[src/rpst_pkg.sv]
// ----------------------------------------------------------------------------
// rpst_pkg: shared types for the range progression add / range sum store
// Opcodes and the command and status groups between controller and datapath.
// ----------------------------------------------------------------------------
`timescale 1ns / 1ps

package rpst_pkg;

    localparam int unsigned OPCODE_W = 2;
    localparam int unsigned INDEX_W  = 10;
    localparam int unsigned VALUE_W  = 32;
    localparam int unsigned SUM_W    = 64;

    typedef enum logic [OPCODE_W-1:0] {
        OP_LOAD  = 2'd0,
        OP_ADD   = 2'd1,
        OP_QUERY = 2'd2,
        OP_NONE  = 2'd3
    } t_opcode;

    typedef struct packed {
        logic clear;
        logic load;
        logic start;
        logic step;
    } t_cmd;

    typedef struct packed {
        logic clear_done;
        logic load_ok;
        logic empty;
        logic at_end;
    } t_status;

endpackage

[src/rpst_ctrl.sv]
// ----------------------------------------------------------------------------
// rpst_ctrl: operation sequencer
// Runs the clearing pass, takes items and steps the datapath through a range.
// ----------------------------------------------------------------------------
`timescale 1ns / 1ps

module rpst_ctrl
    import rpst_pkg::*;
(
    input  logic                i_clk,
    input  logic                i_rst_n,
    input  logic                i_req_valid,
    input  logic [OPCODE_W-1:0] i_opcode,
    input  logic                i_rsp_ready,
    input  t_status             i_status,
    output logic                o_req_ready,
    output logic                o_rsp_valid,
    output t_cmd                o_cmd
);

    typedef enum logic [2:0] {
        S_CLEAR,
        S_IDLE,
        S_WORK,
        S_DRAIN,
        S_OUT
    } t_state;

    t_state r_state, n_state;
    logic   r_is_query, n_is_query;

    always_comb begin
        n_state     = r_state;
        n_is_query  = r_is_query;
        o_cmd       = '0;
        o_req_ready = 1'b0;
        o_rsp_valid = 1'b0;
        unique case (r_state)
            S_CLEAR: begin
                o_cmd.clear = 1'b1;
                if (i_status.clear_done) begin
                    n_state = S_IDLE;
                end
            end
            S_IDLE: begin
                o_req_ready = 1'b1;
                if (i_req_valid) begin
                    unique case (t_opcode'(i_opcode))
                        OP_LOAD: begin
                            o_cmd.load = i_status.load_ok;
                        end
                        OP_ADD: begin
                            n_is_query = 1'b0;
                            if (!i_status.empty) begin
                                o_cmd.start = 1'b1;
                                n_state     = S_WORK;
                            end
                        end
                        OP_QUERY: begin
                            n_is_query  = 1'b1;
                            o_cmd.start = 1'b1;
                            n_state     = i_status.empty ? S_OUT : S_WORK;
                        end
                        default: begin
                        end
                    endcase
                end
            end
            S_WORK: begin
                o_cmd.step = 1'b1;
                if (i_status.at_end) begin
                    n_state = S_DRAIN;
                end
            end
            S_DRAIN: begin
                n_state = r_is_query ? S_OUT : S_IDLE;
            end
            S_OUT: begin
                o_rsp_valid = 1'b1;
                if (i_rsp_ready) begin
                    n_state = S_IDLE;
                end
            end
            default: begin
                n_state = S_IDLE;
            end
        endcase
    end

    always_ff @(posedge i_clk) begin
        if (!i_rst_n) begin
            r_state    <= S_CLEAR;
            r_is_query <= 1'b0;
        end else begin
            r_state    <= n_state;
            r_is_query <= n_is_query;
        end
    end

endmodule

[config.mk]
export PLATFORM = sky130hd
export DESIGN_NAME = rpst_ctrl
export DESIGN_NICKNAME = d
export VERILOG_FILES = /design/src/rpst_pkg.sv /design/src/rpst_ctrl.sv
export SDC_FILE = /design/constraint.sdc
export NUM_CORES = 1
export LEC_CHECK = 0
export BUFFER_PORTS_ARGS = -buffer_cell sky130_fd_sc_hd__buf_2
export CAP_MARGIN = 5
export CORE_AREA = 3 3 40 42
export CTS_CLUSTER_SIZE = 10
export DETAILED_ROUTE_END_ITERATION = 7
export DIE_AREA = 0 0 43 45
export PLACE_DENSITY = 0.58
export SYNTH_ARGS = -nofsm -noshare
export SYNTH_HDL_FRONTEND = slang
export SYNTH_SLANG_ARGS = --single-unit
[constraint.sdc]
create_clock -name i_clk -period 2.8 [get_ports i_clk]
set_clock_uncertainty 0.15 [all_clocks]
set_input_delay 0.42 -clock i_clk [delete_from_list [all_inputs] [get_ports i_clk]]
set_output_delay 0.42 -clock i_clk [all_outputs]
set_load 0.01 [all_outputs]
* Yosys cells after proc, flatten, opt, wreduce, memory -nomap -nowiden
Cells that the tools add are included.
** Storage, ports and cells
- Bits in registers :: 4
- Logic and storage cells :: 38
** Operators by class
- Eq/ne operators :: 12
- Mux-type cells :: 19
- Reductions and logical operators :: 5
** Operators by type and width (number)
- 3-bit 2-to-1 mux :: 7
- 3-bit one-hot mux with 5 select lines :: 1
- 2-bit != test, second input constant :: 4
- 3-bit by 2-bit == test with 1-bit output, second input constant :: 2
- 1-bit 2-to-1 mux :: 6
- 3-bit one-hot mux with 2 select lines :: 1
- 6-bit AND reduction :: 1
- 2-bit 2-to-1 mux :: 2
- 1-bit one-hot mux with 2 select lines :: 2
- 3-bit by 1-bit == test with 1-bit output, second input constant :: 1
- 3-bit == test, second input constant :: 1
- 3-bit zero test :: 1
- 3-bit by 1-bit != test with 1-bit output, second input constant :: 1
- 3-bit != test, second input constant :: 1
- 3-bit AND reduction :: 1
- 2-bit by 1-bit == test with 1-bit output, second input constant :: 1
- 2-bit == test, second input constant :: 1
- 2-bit zero test :: 1
- 2-bit nonzero test :: 1

* Depth between registers and ports, before layout
Gate-level depths: netlist (run 1).
- Depth after elaboration :: 4
- Gate-level depth with buffers :: 6
- Mapped depth without buffers :: 6

* Worst setup path after synthesis (run 1)
OpenSTA, ideal clock, no wires.
- Kind :: reg2out
- From :: register r_state[0]
- To :: output port o_cmd[1] (netlist bit)
- Arrival :: 1078 ps
- Data required time :: 2230 ps
- Setup slack :: 1152 ps
- Stages on the path, launching flop included :: 5
- Cell sequence :: dfxtp_1 -> buf_6 -> nor3b_4 -> and3_4 -> o21a_1
** RTL lines
- start, declared :: RTL line rpst_ctrl.sv:29 : t_state r_state, n_state;
- start signal, assigned :: RTL line rpst_ctrl.sv:95 : r_state <= n_state;
- end, declared :: RTL line rpst_ctrl.sv:18 : output t_cmd o_cmd

==> flow_metrics.py, run 1 <==
metrics = {
    "outcome": {
        "status": "finished clean",
    },
    "placed_design": {
        "dp_hpwl_um": 586,
        "place.gp.congestion": 0.703,
        "post-place-ws_ns": 0.988,
        "dp_cells": 69,
        "io_buffers": 15,
    },
    "floorplanning": {
        "initial_utilization": 0.260,
        "core_mm2": 0.00128,
        "rows": 13,
        "die_w_um": 43,
        "dieArea_mm2": 0.00194,
        "io-pin-count": 16,
        "die_h_um": 45,
    },
    "finish": {
        "regArea_um2": 80.1,
        "final_layout_size_suffix_gt1_frac": 0.368,
        "diodes": 0,
        "multi_input_area_um2": 224,
        "stdcell_count": 72,
        "synthToLayoutAreaGrowth_pct": 31.5,
        "fin_nets": 72,
        "fill_cells": 139,
    },
    "hold_path": {
        "hp-class": "in -> reg",
        "hp-start": "i_rst_n",
        "hold_end": "r_state[2]",
        "whs_path_depth": 2,
    },
    "detailed_routing": {
        "initialDrtViolationCount": 13,
        "vias_per_cell": 4.71,
        "antenna_left": 0,
        "wl_per_cell_um": 9.88,
        "vias": 339,
        "first_pass_iters": 4,
        "drt_wl_total_um": 711,
        "drc": 0,
    },
    "synth": {
        "avgSynthCellArea_um2": 8.35,
        "ys_seq_area_frac": 0.240,
        "yosysMostFrequentCell": "inv_1",
        "syn-cell-area_um2": 334,
        "ys.flop_type": "dfxtp_1",
        "synth_area_leader_cell": "dfxtp_1",
        "synth-warning-count": 0,
        "synthCells": 40,
        "synth_area_leaders": "dfxtp_1 (24%), ha_1 (11%), mux2i_1 (6.0%)",
        "yosysUniqueCellTypes": 20,
        "ys_seq_elements": 4,
        "async_flop_share": 0,
        "syn_nets": 53,
        "synth_top_area_share": 0.240,
        "synth_edf_count": 0,
        "yosys-top-cells-count": "inv_1 (5), dfxtp_1 (4)",
    },
    "cts": {
        "ctsHoldBuffers": 0,
        "cts_setup_buffers": 0,
        "htreeDepth": 1,
        "clk_pin_slew_ns": 0.04,
        "clk_latency_ns": 0.23,
        "cts_tree": "built",
        "clock-sinks": 4,
        "cts_resized": 0,
        "clockRootBuffer": "clkbuf_4",
        "cts_buffer_depth": 2,
        "cts_buffers": 3,
    },
    "global_route": {
        "grt_start_max_net_pins": 9,
        "grt_pass1_wl_um": 1210,
        "grt_pass1_vias": 326,
        "met3_usage": 0.0239,
        "use_met2": 0.126,
        "antenna_found_initial": 0,
        "overflow": 0,
        "grt_use_total": 0.0849,
        "busiest_layer": "met2",
        "use_met1": 0.101,
    },
    "timing": {
        "setup_tns_ns": 0,
        "timing.final.ws_setup_ns": 0.763,
        "maxSlewHeadroom": 0.816,
        "final_hold_viol_count": 0,
        "fmax_ghz": 0.491,
        "fin_crit_ns": 2.04,
        "finalMaxSlewViolations": 0,
        "fin_hold_ws_ns": 0.300,
        "setup_viol": 0,
        "tightest_slew_ns": 0.276,
        "fin_crit_sh": 0.728,
        "rsz0062_at_grt": "false",
    },
    "critical_path": {
        "worst_ep_required_time_ns": 2.23,
        "worstReg2RegEnd": "r_is_query",
        "worstPathArrival_ns": 1.47,
        "crit_type": "reg -> out",
        "crit_path_start_kind": "flop",
        "cp_max_fo": 8,
        "reg2reg_depth": 4,
        "timing.rr.start": "r_state[0]",
        "endpoint_kind": "output pin",
        "r2r_slack_ns": 1.30,
    },
    "power_and_ir_drop": {
        "ir_worst_vdd_mv": 0.159,
        "pwr_density_cell_mw_per_mm2": 406,
        "leakage_nw": 0.217,
        "power_uw": 178,
    },
    "run": {
        "maxCapViolCount": 0,
    },
}
state kept, by name (all words and copies together) (netlist names):
register,flops
r_state,3
r_is_query,1
final cells by class:
cell class              instances  area share
clock buffers                   3      0.0513
inverters                       5      0.0427
multi-input cells              30       0.510
flip-flops and latches          4       0.182
well taps                      15      0.0427
repair buffers                 15       0.171
cells by family after synthesis:
logic type / Yosys count / share of synthesized area
AND/OR/NAND/NOR: 17 / 0.348
multiplexers: 2 / 0.0599
AO/OA/AOI/OAI: 8 / 0.150
adder cells (fa/ha/maj): 3 / 0.112
buffers and inverters: 6 / 0.0899
flip-flops: 4 / 0.240
per-layer routing:
| layer | share of wire | wire, um |
|---|---|---|
| met1 | 0.47 | 333 |
| met2 | 0.44 | 313 |
| met3 | 0.091 | 65 |
| met4 | 0 | 0 |
| met5 | 0 | 0 |
power breakdown:
group | total [mW] | switching (mW) | internal (mW)
clock | 0.0697 | 0.0218 | 0.0478
sequential | 0.0662 | 0.00593 | 0.0603
combinational | 0.0426 | 0.0199 | 0.0227
total | 0.178 | 0.0476 | 0.131
per-stage QoR:
stage / utilization / cell area, um^2
floorplan: - / 334
global placement: 0.324 / 417
detailed placement: 0.324 / 417
CTS: 0.342 / 439
global route: 0.342 / 439
finish: 0.342 / 439
how the worst max path moves through the flow:
stage	from	end	cells after the start
finish	r_state[0]	o_cmd[1]	4
detailed placement	i_opcode[1]	o_cmd[1]	6
global route	r_state[0]	o_cmd[1]	4
global placement	r_state[0]	o_cmd[1]	4
floorplan	r_state[0]	o_cmd[1]	4
CTS	r_state[0]	o_cmd[1]	4
placed cells by master, fill, tap and decap left out:
cell type and n:
nand2_1 2, nand3_1 3, o22ai_1 1, mux2i_1 2, nor2b_1 3, nor3_1 2, and4_2 1, o21a_1 2
and3_4 1, nor2_1 2, nor3b_4 1, dfxtp_1 4, o21ai_0 3, and3b_1 1, ha_1 3, buf_2 15
inv_1 5, a221oi_1 1, nand4b_1 1, clkbuf_4 3, o21ai_1 1
critical path, cell delays in order (launching register included):
cell,delay (ns)
dfxtp_1,0.46
nor3b_4,0.31
and3_4,0.23
o21a_1,0.11
buf_2,0.12
Power figures use the tool's default switching activity.
==> run 2, diff against run 1 <==
--- a/config.mk
+++ b/config.mk
@@ -11,7 +11,7 @@
 export CTS_CLUSTER_SIZE = 10
 export DETAILED_ROUTE_END_ITERATION = 7
 export DIE_AREA = 0 0 43 45
-export PLACE_DENSITY = 0.58
+export PLACE_DENSITY = 0.59
 export SYNTH_ARGS = -nofsm -noshare
 export SYNTH_HDL_FRONTEND = slang
 export SYNTH_SLANG_ARGS = --single-unit
==> constraint.sdc (replaced) <==
create_clock -name i_clk -period 1.8 [get_ports i_clk]
set_clock_uncertainty 0.15 [all_clocks]
set_input_delay 0.27 -clock i_clk [delete_from_list [all_inputs] [get_ports i_clk]]
set_output_delay 0.27 -clock i_clk [all_outputs]
set_load 0.01 [all_outputs]
==> run 2 against run 1 <==
  * Die area did not move
  * Register-to-register slack worse by 0.83 ns
  * Largest cell class unchanged
  * Critical endpoint unchanged
  * Flip-flop and latch count stayed put
  * Global-route usage increased by 0.49 points
==> flow_metrics.py, run 2 (synthesis gave the netlist of run 1 again) <==
metrics = {
    "cts": {
        "ctsHoldBuffers": 0,
        "clockRootBuffer": "clkbuf_4",
        "clock-sinks": 4,
        "cts_buffers": 3,
        "htreeDepth": 1,
        "cts_buffer_depth": 2,
        "clk_pin_slew_ns": 0.04,
        "clk_latency_ns": 0.24,
        "cts_tree": "built",
    },
    "detailed_routing": {
        "drt_wl_total_um": 772,
        "vias": 356,
        "initialDrtViolationCount": 5,
        "vias_per_cell": 4.75,
        "wl_per_cell_um": 10.3,
        "first_pass_iters": 4,
        "antenna_left": 0,
        "drc": 0,
    },
    "critical_path": {
        "cp_max_fo": 5,
        "endpoint_kind": "output pin",
        "crit_type": "reg -> out",
        "worstPathArrival_ns": 1.30,
        "worst_ep_required_time_ns": 1.38,
        "crit_path_start_kind": "flop",
    },
    "finish": {
        "largestRegisters": "r_state x3, r_is_query x1",
        "final_util": 0.360,
        "final_cell_mix": "buf_2 (15), inv_1 (5)",
        "regMostFlops": "r_state",
        "fin_nets": 75,
        "final_common_cell": "buf_2",
        "largest_register_ffs": 3,
        "diodes": 0,
        "synthToLayoutAreaGrowth_pct": 38.6,
        "final_layout_size_suffix_gt1_frac": 0.417,
    },
    "global_route": {
        "antenna_found_initial": 0,
        "grt_start_max_net_pins": 8,
        "grt_use_total": 0.0899,
        "grt_pass1_vias": 345,
        "busiest_layer": "met2",
        "met3_usage": 0.0518,
        "grt_pass1_wl_um": 1300,
        "use_met1": 0.0841,
        "use_met2": 0.171,
        "overflow": 0,
    },
    "timing": {
        "fin_crit_sh": 0.958,
        "finalMaxSlewViolations": 0,
        "final_hold_viol_count": 0,
        "setup_viol": 0,
        "fmax_ghz": 0.580,
        "tightest_slew_ns": 0.263,
        "rsz0062_at_grt": "false",
        "maxSlewHeadroom": 0.824,
        "setup_tns_ns": 0,
        "fin_crit_ns": 1.72,
    },
    "hold_path": {
        "hp-class": "in -> reg",
    },
    "run": {
        "maxCapViolCount": 0,
    },
    "floorplanning": {
        "dieArea_mm2": 0.00194,
        "io-pin-count": 16,
        "core_mm2": 0.00128,
        "rows": 13,
        "die_w_um": 43,
        "die_h_um": 45,
        "initial_utilization": 0.260,
    },
    "placed_design": {
        "io_buffers": 15,
        "place.gp.congestion": 0.753,
        "dp_hpwl_um": 615,
    },
    "outcome": {
        "status": "finished clean",
    },
    "power_and_ir_drop": {
        "ir_worst_vdd_mv": 0.349,
        "pwr_density_cell_mw_per_mm2": 637,
        "leakage_nw": 0.233,
    },
}
## run 2: changes by cell type in the layout (fill, tap and decap cells not counted), sizes merged
cell / delta
buf: +3
## run 2: routing by layer
layer | vias up | wire length [um]
met5 | - | 0
met4 | 0 | 6
met3 | 2 | 53
met2 | 12 | 414
met1 | 159 | 298
li1 | 183 | -
## run 2: metrics by stage
stage / total power [mW] / setup WS, ns / area [um^2] / hold slack, ns / instances
final: 0.295 / 0.0753 / 463 / 0.144 / 75
after floorplan: 0.151 / 0.302 / 334 / 0.237 / 40
after detailed placement: 0.177 / 0.240 / 432 / 0.385 / 71
after global placement: 0.176 / 0.233 / 432 / 0.386 / 71
after global routing: 0.317 / 0.0133 / 463 / 0.150 / 75
after CTS: 0.297 / 0.00210 / 454 / 0.138 / 74
## run 2: layout make-up
class,instances,area (um^2)
well taps,15,18.8
flip-flops and latches,4,81.3
fillers,139,822
multi-input cells,30,224
clock buffers,3,22.5
inverters,5,18.8
repair buffers,18,97.6
## run 2: critical path, stage by stage, from the launching register on
cell and delay (ns):
dfxtp_1 0.33, nor3b_4 0.28, and3_4 0.23, o21a_1 0.11, buf_2 0.12
## run 2: power breakdown
part / switching [mW] / total [mW] / internal [mW]
clock: 0.0401 / 0.115 / 0.0748
combinational: 0.0388 / 0.0824 / 0.0436
sequential: 0.00347 / 0.0973 / 0.0939
total: 0.0825 / 0.295 / 0.212
## run 2: timing repair
| item | CTS | global route |
|---|---|---|
| endpoints found under the setup margin | 0 | 1 |
| buffers inserted | 0 | 1 |
| resized for setup | 0 | 1 |
## run 2: worst paths after layout
path,startpoint,endpoint,depth (start not counted),slack (ns)
max,r_state[2],o_cmd[1],4,0.08
min,i_rst_n,r_state[2],2,0.14
max reg2reg,r_state[2],r_is_query,4,0.47
min reg2reg,r_is_query,r_is_query,2,0.40
==> run 3, diff against run 2 <==
--- a/config.mk
+++ b/config.mk
@@ -11,7 +11,7 @@
 export CTS_CLUSTER_SIZE = 10
 export DETAILED_ROUTE_END_ITERATION = 7
 export DIE_AREA = 0 0 43 45
-export PLACE_DENSITY = 0.59
+export PLACE_DENSITY = 0.58
 export SYNTH_ARGS = -nofsm -noshare
 export SYNTH_HDL_FRONTEND = slang
 export SYNTH_SLANG_ARGS = --single-unit
==> constraint.sdc (replaced) <==
create_clock -name i_clk -period 1.84 [get_ports i_clk]
set_clock_uncertainty 0.15 [all_clocks]
set_input_delay 0.276 -clock i_clk [delete_from_list [all_inputs] [get_ports i_clk]]
set_output_delay 0.276 -clock i_clk [all_outputs]
set_load 0.01 [all_outputs]
==> run 3 against run 2 <==
  * Worst hold slack gained 0.0038 ns
  * Utilization shrank 0.68 points
  * Highest routed layer unchanged
  * Routed wire length shrank 2.2%
  * Worst setup slack lost 0.0062 ns
  * Cell area shrank 1.9%
  * Global-route usage shrank 0.49 points
  * Clock power shrank 3%
  * Combinational power shrank 8.1%
  * Via count shrank 6.5%
==> flow_metrics.py, run 3 (synthesis gave the netlist of run 1 again) <==
metrics = {
    "timing": {
        "rsz0062_at_grt": "false",
        "fin_crit_sh": 0.962,
        "tightest_slew_ns": 0.251,
        "final_hold_viol_count": 0,
        "setup_viol": 0,
        "fmax_ghz": 0.565,
        "setup_tns_ns": 0,
        "fin_crit_ns": 1.77,
        "timing.final.ws_setup_ns": 0.0691,
        "finalMaxSlewViolations": 0,
        "maxSlewHeadroom": 0.833,
    },
    "critical_path": {
        "reg2reg_depth": 4,
        "timing.rr.start": "r_state[1]",
        "cp_max_fo": 6,
        "worstPathArrival_ns": 1.34,
        "crit_path_start_kind": "flop",
        "worstReg2RegEnd": "r_is_query",
        "worst_ep_required_time_ns": 1.41,
        "endpoint_kind": "output pin",
        "r2r_slack_ns": 0.46,
        "endpoint": "o_cmd[1]",
        "cp-startpoint": "r_state[1]",
        "crit_type": "reg -> out",
    },
    "run": {
        "maxCapViolCount": 0,
    },
    "global_route": {
        "grt_pass1_wl_um": 1170,
        "grt_pass1_vias": 298,
        "antenna_found_initial": 0,
        "grt_use_total": 0.0850,
        "use_met2": 0.120,
        "busiest_layer": "met2",
        "overflow": 0,
        "met3_usage": 0.0558,
        "use_met1": 0.0942,
        "grt_start_max_net_pins": 8,
    },
    "detailed_routing": {
        "drt_wl_total_um": 755,
        "wl_per_cell_um": 10.2,
        "vias": 333,
        "first_pass_iters": 2,
        "vias_per_cell": 4.50,
        "antenna_left": 0,
        "drc": 0,
        "initialDrtViolationCount": 2,
    },
    "floorplanning": {
        "io-pin-count": 16,
        "initial_utilization": 0.260,
        "dieArea_mm2": 0.00194,
        "die_h_um": 45,
        "die_w_um": 43,
        "core_mm2": 0.00128,
        "rows": 13,
    },
    "placed_design": {
        "dp_hpwl_um": 588,
        "io_buffers": 15,
        "place.gp.congestion": 0.744,
        "post-place-ws_ns": 0.304,
    },
    "power_and_ir_drop": {
        "leakage_nw": 0.228,
        "ir_worst_vdd_mv": 0.271,
        "pwr_density_cell_mw_per_mm2": 622,
    },
    "finish": {
        "regMostFlops": "r_state",
        "final_layout_size_suffix_gt1_frac": 0.390,
        "final_cell_mix": "buf_2 (15), inv_1 (5), dfxtp_1 (4)",
        "final_common_cell": "buf_2",
        "largestRegisters": "r_state x3, r_is_query x1",
        "diodes": 0,
        "synthToLayoutAreaGrowth_pct": 36.0,
        "fin_nets": 74,
        "fill_cells": 132,
        "largest_register_ffs": 3,
    },
    "hold_path": {
        "hp-class": "in -> reg",
    },
    "cts": {
        "clock-sinks": 4,
        "ctsHoldBuffers": 0,
        "clk_latency_ns": 0.24,
        "clk_pin_slew_ns": 0.04,
        "cts_tree": "built",
        "cts_setup_buffers": 0,
        "htreeDepth": 1,
        "cts_buffer_depth": 2,
        "clockRootBuffer": "clkbuf_4",
        "cts_buffers": 3,
        "cts_resized": 0,
    },
    "outcome": {
        "status": "finished clean",
    },
}
run 3: cell types whose count changed in the layout (fill, tap and decap cells not counted), sizes merged:
cell | before | now
buf | 18 | 17
run 3: area by class of cell:
cell class / instances / area [um^2] / area share
flip-flops and latches: 4 / 80.1 / 0.176
inverters: 5 / 18.8 / 0.0413
repair buffers: 17 / 90.1 / 0.198
multi-input cells: 30 / 224 / 0.493
clock buffers: 3 / 22.5 / 0.0496
well taps: 15 / 18.8 / 0.0413
run 3: worst min path at each step:
stage,cells after the start,from,to
global route,2,i_rst_n,r_state[2]
floorplan,1,i_rst_n,r_state[2]
detailed placement,2,i_rst_n,r_state[2]
finish,2,i_rst_n,r_state[2]
CTS,2,i_rst_n,r_state[2]
global placement,2,i_rst_n,r_state[2]
run 3: worst max-delay path, cell delays in order, from the launching register on:
cell and delay, ns:
dfxtp_1 0.37, nor3b_4 0.28, and3_4 0.23, o21a_1 0.10, buf_2 0.12
run 3: stage by stage:
| stage | utilization | hold WS (ns) | total power [mW] | instance area, um^2 | cells |
|---|---|---|---|---|---|
| floorplan | - | 0.243 | 0.148 | 334 | 40 |
| global placement | 0.336 | 0.392 | 0.173 | 432 | 71 |
| detailed placement | 0.336 | 0.392 | 0.173 | 432 | 71 |
| CTS | 0.353 | 0.146 | 0.288 | 454 | 74 |
| global route | 0.353 | 0.170 | 0.298 | 454 | 74 |
| finish | 0.353 | 0.147 | 0.282 | 454 | 74 |
run 3: power by group:
part / switching [mW] / internal [mW] / leakage [nW] / total [mW]
registers: 0.00381 / 0.0917 / 0.0326 / 0.0955
clock network: 0.0381 / 0.0731 / 0.0138 / 0.111
logic: 0.0370 / 0.0387 / 0.182 / 0.0757
total: 0.0789 / 0.204 / 0.228 / 0.282
run 3: routing by layer:
metal / vias to the layer above / wire [um]
li1: 179 / -
met1: 138 / 357
met2: 14 / 303
met3: 2 / 75
met4: 0 / 19
met5: - / 0
